===== src/design/stcl_pkg.sv =====
package stcl_pkg;

   localparam int COORD_W = 11;
   localparam int LOW_W   = 10;
   localparam int LEN_W   = 11;
   localparam int STAT_W  = 2;

   localparam logic REG_DOMAIN_LOW  = 1'b0;
   localparam logic REG_DOMAIN_HIGH = 1'b1;

   localparam logic CMD_INSERT = 1'b0;
   localparam logic CMD_DELETE = 1'b1;

   localparam logic [STAT_W-1:0] ST_OK      = 2'd0;
   localparam logic [STAT_W-1:0] ST_INVALID = 2'd1;
   localparam logic [STAT_W-1:0] ST_SAT     = 2'd2;

   // walk phase of a tree node
   localparam logic [1:0] PH_ENTER = 2'd0;
   localparam logic [1:0] PH_LEFT  = 2'd1;
   localparam logic [1:0] PH_FINAL = 2'd2;

   typedef struct packed {
      logic clr_step;
      logic load;
      logic step;
      logic rd_node;
      logic upd;
      logic fin;
      logic pop;
      logic rd_root;
      logic cap_root;
   } cmd_type;

   typedef struct packed {
      logic       clr_last;
      logic       cfg_wr;
      logic       dom_ok;
      logic       seg_ok;
      logic       covered;
      logic [1:0] phase;
      logic       stack_empty;
   } sts_type;

endpackage


===== src/design/stcl_ctrl.sv =====
module stcl_ctrl (
   input  logic             clock,
   input  logic             reset,
   input  stcl_pkg::sts_type sts,
   input  logic             req_fire,
   input  logic             rsp_fire,
   output stcl_pkg::cmd_type cmd,
   output logic             idle,
   output logic             busy_resp
);
   import stcl_pkg::*;

   typedef enum logic [2:0] {
      S_CLEAR, S_IDLE, S_VISIT, S_UPD, S_FIN, S_ROOT_RD, S_ROOT_WT, S_RESP
   } state_type;

   state_type state_ff, state_in;

   always_comb begin
      cmd      = '0;
      state_in = state_ff;
      case (state_ff)
         S_CLEAR: begin
            cmd.clr_step = 1'b1;
            if (sts.clr_last) state_in = S_IDLE;
         end
         S_IDLE: begin
            if (req_fire) begin
               cmd.load = 1'b1;
               if (!sts.dom_ok) state_in = S_RESP;
               else if (!sts.seg_ok) state_in = S_ROOT_RD;
               else state_in = S_VISIT;
            end
         end
         S_VISIT: begin
            if (sts.phase == PH_FINAL) begin
               cmd.rd_node = 1'b1;
               state_in    = S_FIN;
            end else if (sts.phase == PH_ENTER && sts.covered) begin
               cmd.rd_node = 1'b1;
               state_in    = S_UPD;
            end else begin
               cmd.step = 1'b1;
            end
         end
         S_UPD, S_FIN: begin
            cmd.upd = (state_ff == S_UPD);
            cmd.fin = (state_ff == S_FIN);
            if (sts.stack_empty) begin
               state_in = S_ROOT_RD;
            end else begin
               cmd.pop  = 1'b1;
               state_in = S_VISIT;
            end
         end
         S_ROOT_RD: begin
            cmd.rd_root = 1'b1;
            state_in    = S_ROOT_WT;
         end
         S_ROOT_WT: begin
            cmd.cap_root = 1'b1;
            state_in     = S_RESP;
         end
         S_RESP: begin
            if (rsp_fire) state_in = S_IDLE;
         end
         default: state_in = S_CLEAR;
      endcase
      // register write restarts the clearing pass
      if (sts.cfg_wr) state_in = S_CLEAR;
   end

   always_ff @(posedge clock) begin
      if (reset) begin
         state_ff <= S_CLEAR;
      end else begin
         state_ff <= state_in;
      end
   end

   assign idle      = (state_ff == S_IDLE);
   assign busy_resp = (state_ff == S_RESP);

endmodule


===== config.mk =====
export PLATFORM = sky130hd
export DESIGN_NAME = stcl_ctrl
export DESIGN_NICKNAME = d
export VERILOG_FILES = /design/src/design/stcl_pkg.sv /design/src/design/stcl_ctrl.sv
export SDC_FILE = /design/constraint.sdc
export NUM_CORES = 1
export LEC_CHECK = 0
export ABC_AREA = 1
export BUFFER_PORTS_ARGS = -buffer_cell sky130_fd_sc_hd__buf_2
export CAP_MARGIN = 20
export CORE_AREA = 4 4 41 43
export DETAILED_ROUTE_END_ITERATION = 6
export DIE_AREA = 0 0 45 47
export RECOVER_POWER = 100
export SETUP_SLACK_MARGIN = 0.3
export SLEW_MARGIN = 20
export SYNTH_ARGS = -nofsm -noshare
export SYNTH_HDL_FRONTEND = slang
export SYNTH_SLANG_ARGS = --single-unit

===== constraint.sdc =====
create_clock -name clock -period 1.1 [get_ports clock]
set_input_delay 0.165 -clock clock [delete_from_list [all_inputs] [get_ports clock]]
set_output_delay 0.165 -clock clock [all_outputs]
set_load 0.01 [all_outputs]

==> PnR_summary.wiki <==
{| class="wikitable"
! Metric !! Value
|-
| Fillers || 127
|-
| Critical R2R Launch || state_ff[1]
|-
| Final non-filler cell total || around 130
|-
| Normalized max-slew margin || 0.783
|-
| Fraction of power consumed by combinational cells || 0.391
|-
| All-layer global routing usage || 0.138
|-
| Count of buffers inserted at the top-level ports || 22
|-
| Area added between synthesis and finish || 96.7%
|-
| Worst-case hold slack || between 0.15 and 0.2 ns
|-
| Clock period minus worst slack || 1.25 ns
|-
| Startpoint of the worst hold path || reset
|-
| Layout cells sized above 1 || 0.667
|-
| Endpoint of the most critical register-to-register path || state_ff[0]
|-
| Synthesized flop and latch total || 3
|-
| Max FFs per register || 3
|-
| Layout Utilization || 0.628
|-
| Wire length of the first global-routing pass || about 2.1 mm
|-
| Flip-flop and latch area || slightly above 70 µm²
|-
| Clock Power Share || 0.371
|-
| Worst setup path class || reg2out
|-
| Top-level I/O count || 23
|-
| CP Data Arrival Time || roughly 1.1 ns
|-
| Cell-internal power || 0.000350 W
|-
| Core box area || 0.00130 mm²
|-
| Violations in the final reports || setup timing
|-
| CTS H-tree lvls || 1
|-
| Achievable clock frequency || ~0.8 GHz
|-
| Proportion of power drawn by flip-flops and latches || 0.239
|-
| Kind of start point of the critical path || flop
|-
| Post-CTS clock slew at the launch and capture registers of the worst setup and hold paths || 0.04 ns
|-
| Largest reg by FF count || state_ff
|-
| Starting density of the core || 0.319
|-
| Die Area || 0.00212 mm²
|-
| Maximum net fanout on the critical path || 6
|-
| Sequential fraction of the synthesis area || 0.145
|-
| Number of clock sinks || 3
|-
| Setup TNS after final layout || -1.23 ns
|-
| Total CTS buffers || 3
|-
| Cells along the critical path || nand2_2 > nand2_2 > nand3_2 > inv_2 > buf_6
|-
| Final Hold Fails || 0
|-
| Placed Cells incl. Taps || 110
|-
| Worst endpoint required time || 0.94 ns
|-
| Wire length per cell after detailed routing || a little over 10 µm
|-
| Residual DRC count || 0
|-
| Die X-Extent || 45 µm
|-
| Final setup skew || about 0.0062 ns
|-
| Global-route congestion overflow total || 0
|-
| Min-Delay Path Class || in2reg
|-
| Unrepaired setup endpoints after global routing || yes
|-
| Via-per-instance ratio || between 4 and 5
|-
| Routed Antenna Nets || 0
|-
| Number of logic stages on the critical path including buffering || 5
|-
| Count of hold buffers inserted by post-cts repair || 0
|-
| Netlist Area Pre-Place || 415 µm²
|-
| Peak supply drop || around 0.68 mV
|-
| Post-Syn Instances || a little over 70
|-
| DRT Pass-1 Iters || 4
|-
| HPWL after detailed placement || approximately 910 µm
|-
| Setup slack of the critical path after layout || -0.150 ns
|-
| TritonCTS clock tree || yes
|-
| Cell count of the worst reg-to-reg path || 7
|-
| Clock network latency to the later pin of the worst-skew pair || approximately 0.23 ns
|-
| Largest regs || state_ff: 3 flops
|-
| Post-Syn Area per Cell || about 5.8 µm²
|-
| Cell depth of the worst hold path || 4
|-
| Category of cells accounting for the largest share of critical-path delay || flip-flops
|-
| Buffer levels on the longest clock path || 2
|-
| Count of flip-flops with a built-in enable after synthesis || 0
|-
| # setup viols final || 14
|-
| Cell at the root of the clock tree || sky130_fd_sc_hd__clkbuf_4
|-
| Count of synthesis-stage warnings from yosys || 0
|-
| Number of distinct library cells after synthesis || 18
|-
| Most repeated library cell on the critical path || sky130_fd_sc_hd__nand2_2
|-
| Number of pins exceeding their max-slew limit in the final report || 0
|-
| Total via count in the routed design || 554
|-
| Sink of the worst hold path || state_ff[1]
|-
| Max capacitance violation total || 0
|-
| Worst slack, placed || -0.0461 ns
|-
| Routability Congestion || 0.797
|-
| Antenna violations before repair || 0
|-
| Buf/Inv on CP || 2
|-
| Worst Setup End Kind || primary output
|-
| Post-synth ARST share || 0
|-
| Slowest cell on the critical path || sky130_fd_sc_hd__dfxtp_4
|-
| Run status || complete, but fails checks
|-
| Most used DFF post-synth || sky130_fd_sc_hd__dfxtp_1
|-
| Die boundary height || approximately 47 µm
|-
| Layout net count || ~120
|-
| Switching share of power || 0.322
|-
| CP max stage delay || approximately 0.4 ns
|-
| Wire length reported by the detailed router || 1.27 mm
|-
| Maximum number of pins on one net before global-route repair || 7
|-
| Switching power total || 0.000167 W
|-
| Power density over the cells || between 600 and 700 mW/mm²
|-
| Drt first-iter violations || 6
|-
| Slew @ Worst Pin || 0.324 ns
|-
| Vias in the first global route || about 530
|-
| Leak pwr || about 0.5 nW
|-
| Fin crit share || 1.14
|-
| Setup slack of the worst register-to-register path || -0.09 ns
|-
| Multi-input gate area in the final layout || around 340 µm²
|-
| Row count || 13
|-
| Number of diodes || 0
|-
| Number of nets produced by synthesis || 84
|}
## cell usage after synthesis, types with 2 or more instances
| cell type | n | share of area |
|---|---|---|
| sky130_fd_sc_hd__inv_1 | 15 | 0.14 |
| sky130_fd_sc_hd__nand2_4 | 2 | 0.054 |
| sky130_fd_sc_hd__inv_2 | 4 | 0.036 |
| sky130_fd_sc_hd__nor2_1 | 13 | 0.12 |
| sky130_fd_sc_hd__nand3_2 | 2 | 0.048 |
| sky130_fd_sc_hd__dfxtp_1 | 3 | 0.14 |
| sky130_fd_sc_hd__a21oi_1 | 2 | 0.024 |
| sky130_fd_sc_hd__nand2_1 | 14 | 0.13 |
| sky130_fd_sc_hd__nand3_1 | 8 | 0.096 |
## layer usage
metal,part of all wire,wire [µm],global-route usage
met1,0.41,519,0.147
met2,0.54,685,0.268
met3,0.053,67,0.0345
met4,0,0,0.0351
met5,0,0,0
## cell type report
| cell class | instances | share of cell area |
|---|---|---|
| Tap cell | 15 | 0.0230 |
| Clock buffer | 4 | 0.0322 |
| Inverter | 21 | 0.126 |
| Multi-Input combinational cell | 47 | 0.412 |
| Timing Repair Buffer | 36 | 0.320 |
| Sequential cell | 3 | 0.0873 |
## worst reg2reg max path: cells and delay by family, from the launching register on
family / cells / cell delay (ns)
flip-flops: 1 / 0.38
AO/OA/AOI/OAI: 2 / 0.29
buffers and inverters: 2 / 0.22
AND/OR/NAND/NOR: 3 / 0.20
## stage by stage
| stage | cell area (µm²) | power, W |
|---|---|---|
| 4_1_cts | 771 | 0.000516 |
| 6_report | 817 | 0.000517 |
| 2_1_floorplan | 472 | 0.000218 |
| 3_5_place_dp | 604 | 0.000266 |
| 3_3_place_gp | 604 | 0.000265 |
| 5_1_grt | 817 | 0.000563 |
## power groups by stage
stage          combinational [W]  sequential (W)  clock, W
2_1_floorplan          0.0000966        0.000121         0
3_3_place_gp            0.000141        0.000124         0
3_5_place_dp            0.000142        0.000124         0
4_1_cts                 0.000193        0.000123  0.000200
5_1_grt                 0.000222        0.000124  0.000217
6_report                0.000202        0.000123  0.000192
## how the worst max path moves through the flow
stage	to	slack, ns	startpoint
floorplan	state_ff[0]	0.005	state_ff[2]
global placement	state_ff[2]	-0.04	state_ff[1]
detailed placement	state_ff[0]	-0.05	state_ff[2]
CTS	cmd[2]	-0.15	state_ff[0]
global route	cmd[2]	-0.23	state_ff[1]
finish	cmd[2]	-0.15	state_ff[0]
## timing repair
item / CTS / global route
endpoints found under the setup margin: 14 / 14
pin swaps: 7 / 7
buffers inserted: 9 / 3
cloned: 0 / 0
gates resized for setup: 21 / 7
## cell usage in the layout, fill, tap and decap left out, types with 4 or more instances in the layout
cell type | netlist | routed
sky130_fd_sc_hd__nor2_1 | 13 | 8
sky130_fd_sc_hd__inv_4 | 0 | 4
sky130_fd_sc_hd__buf_4 | 0 | 10
sky130_fd_sc_hd__inv_1 | 15 | 10
sky130_fd_sc_hd__nand2_1 | 14 | 10
sky130_fd_sc_hd__nand3_2 | 2 | 5
sky130_fd_sc_hd__buf_2 | 0 | 17
sky130_fd_sc_hd__buf_6 | 1 | 9
sky130_fd_sc_hd__inv_2 | 4 | 5
## kinds of logic after synthesis
logic type | Yosys count | synth area share
AND/OR/NAND/NOR | 41 | 0.518
buffers and inverters | 22 | 0.232
flip-flops | 3 | 0.145
AO/OA/AOI/OAI | 6 | 0.105
Note: power is estimated with default switching activity, not from simulation.
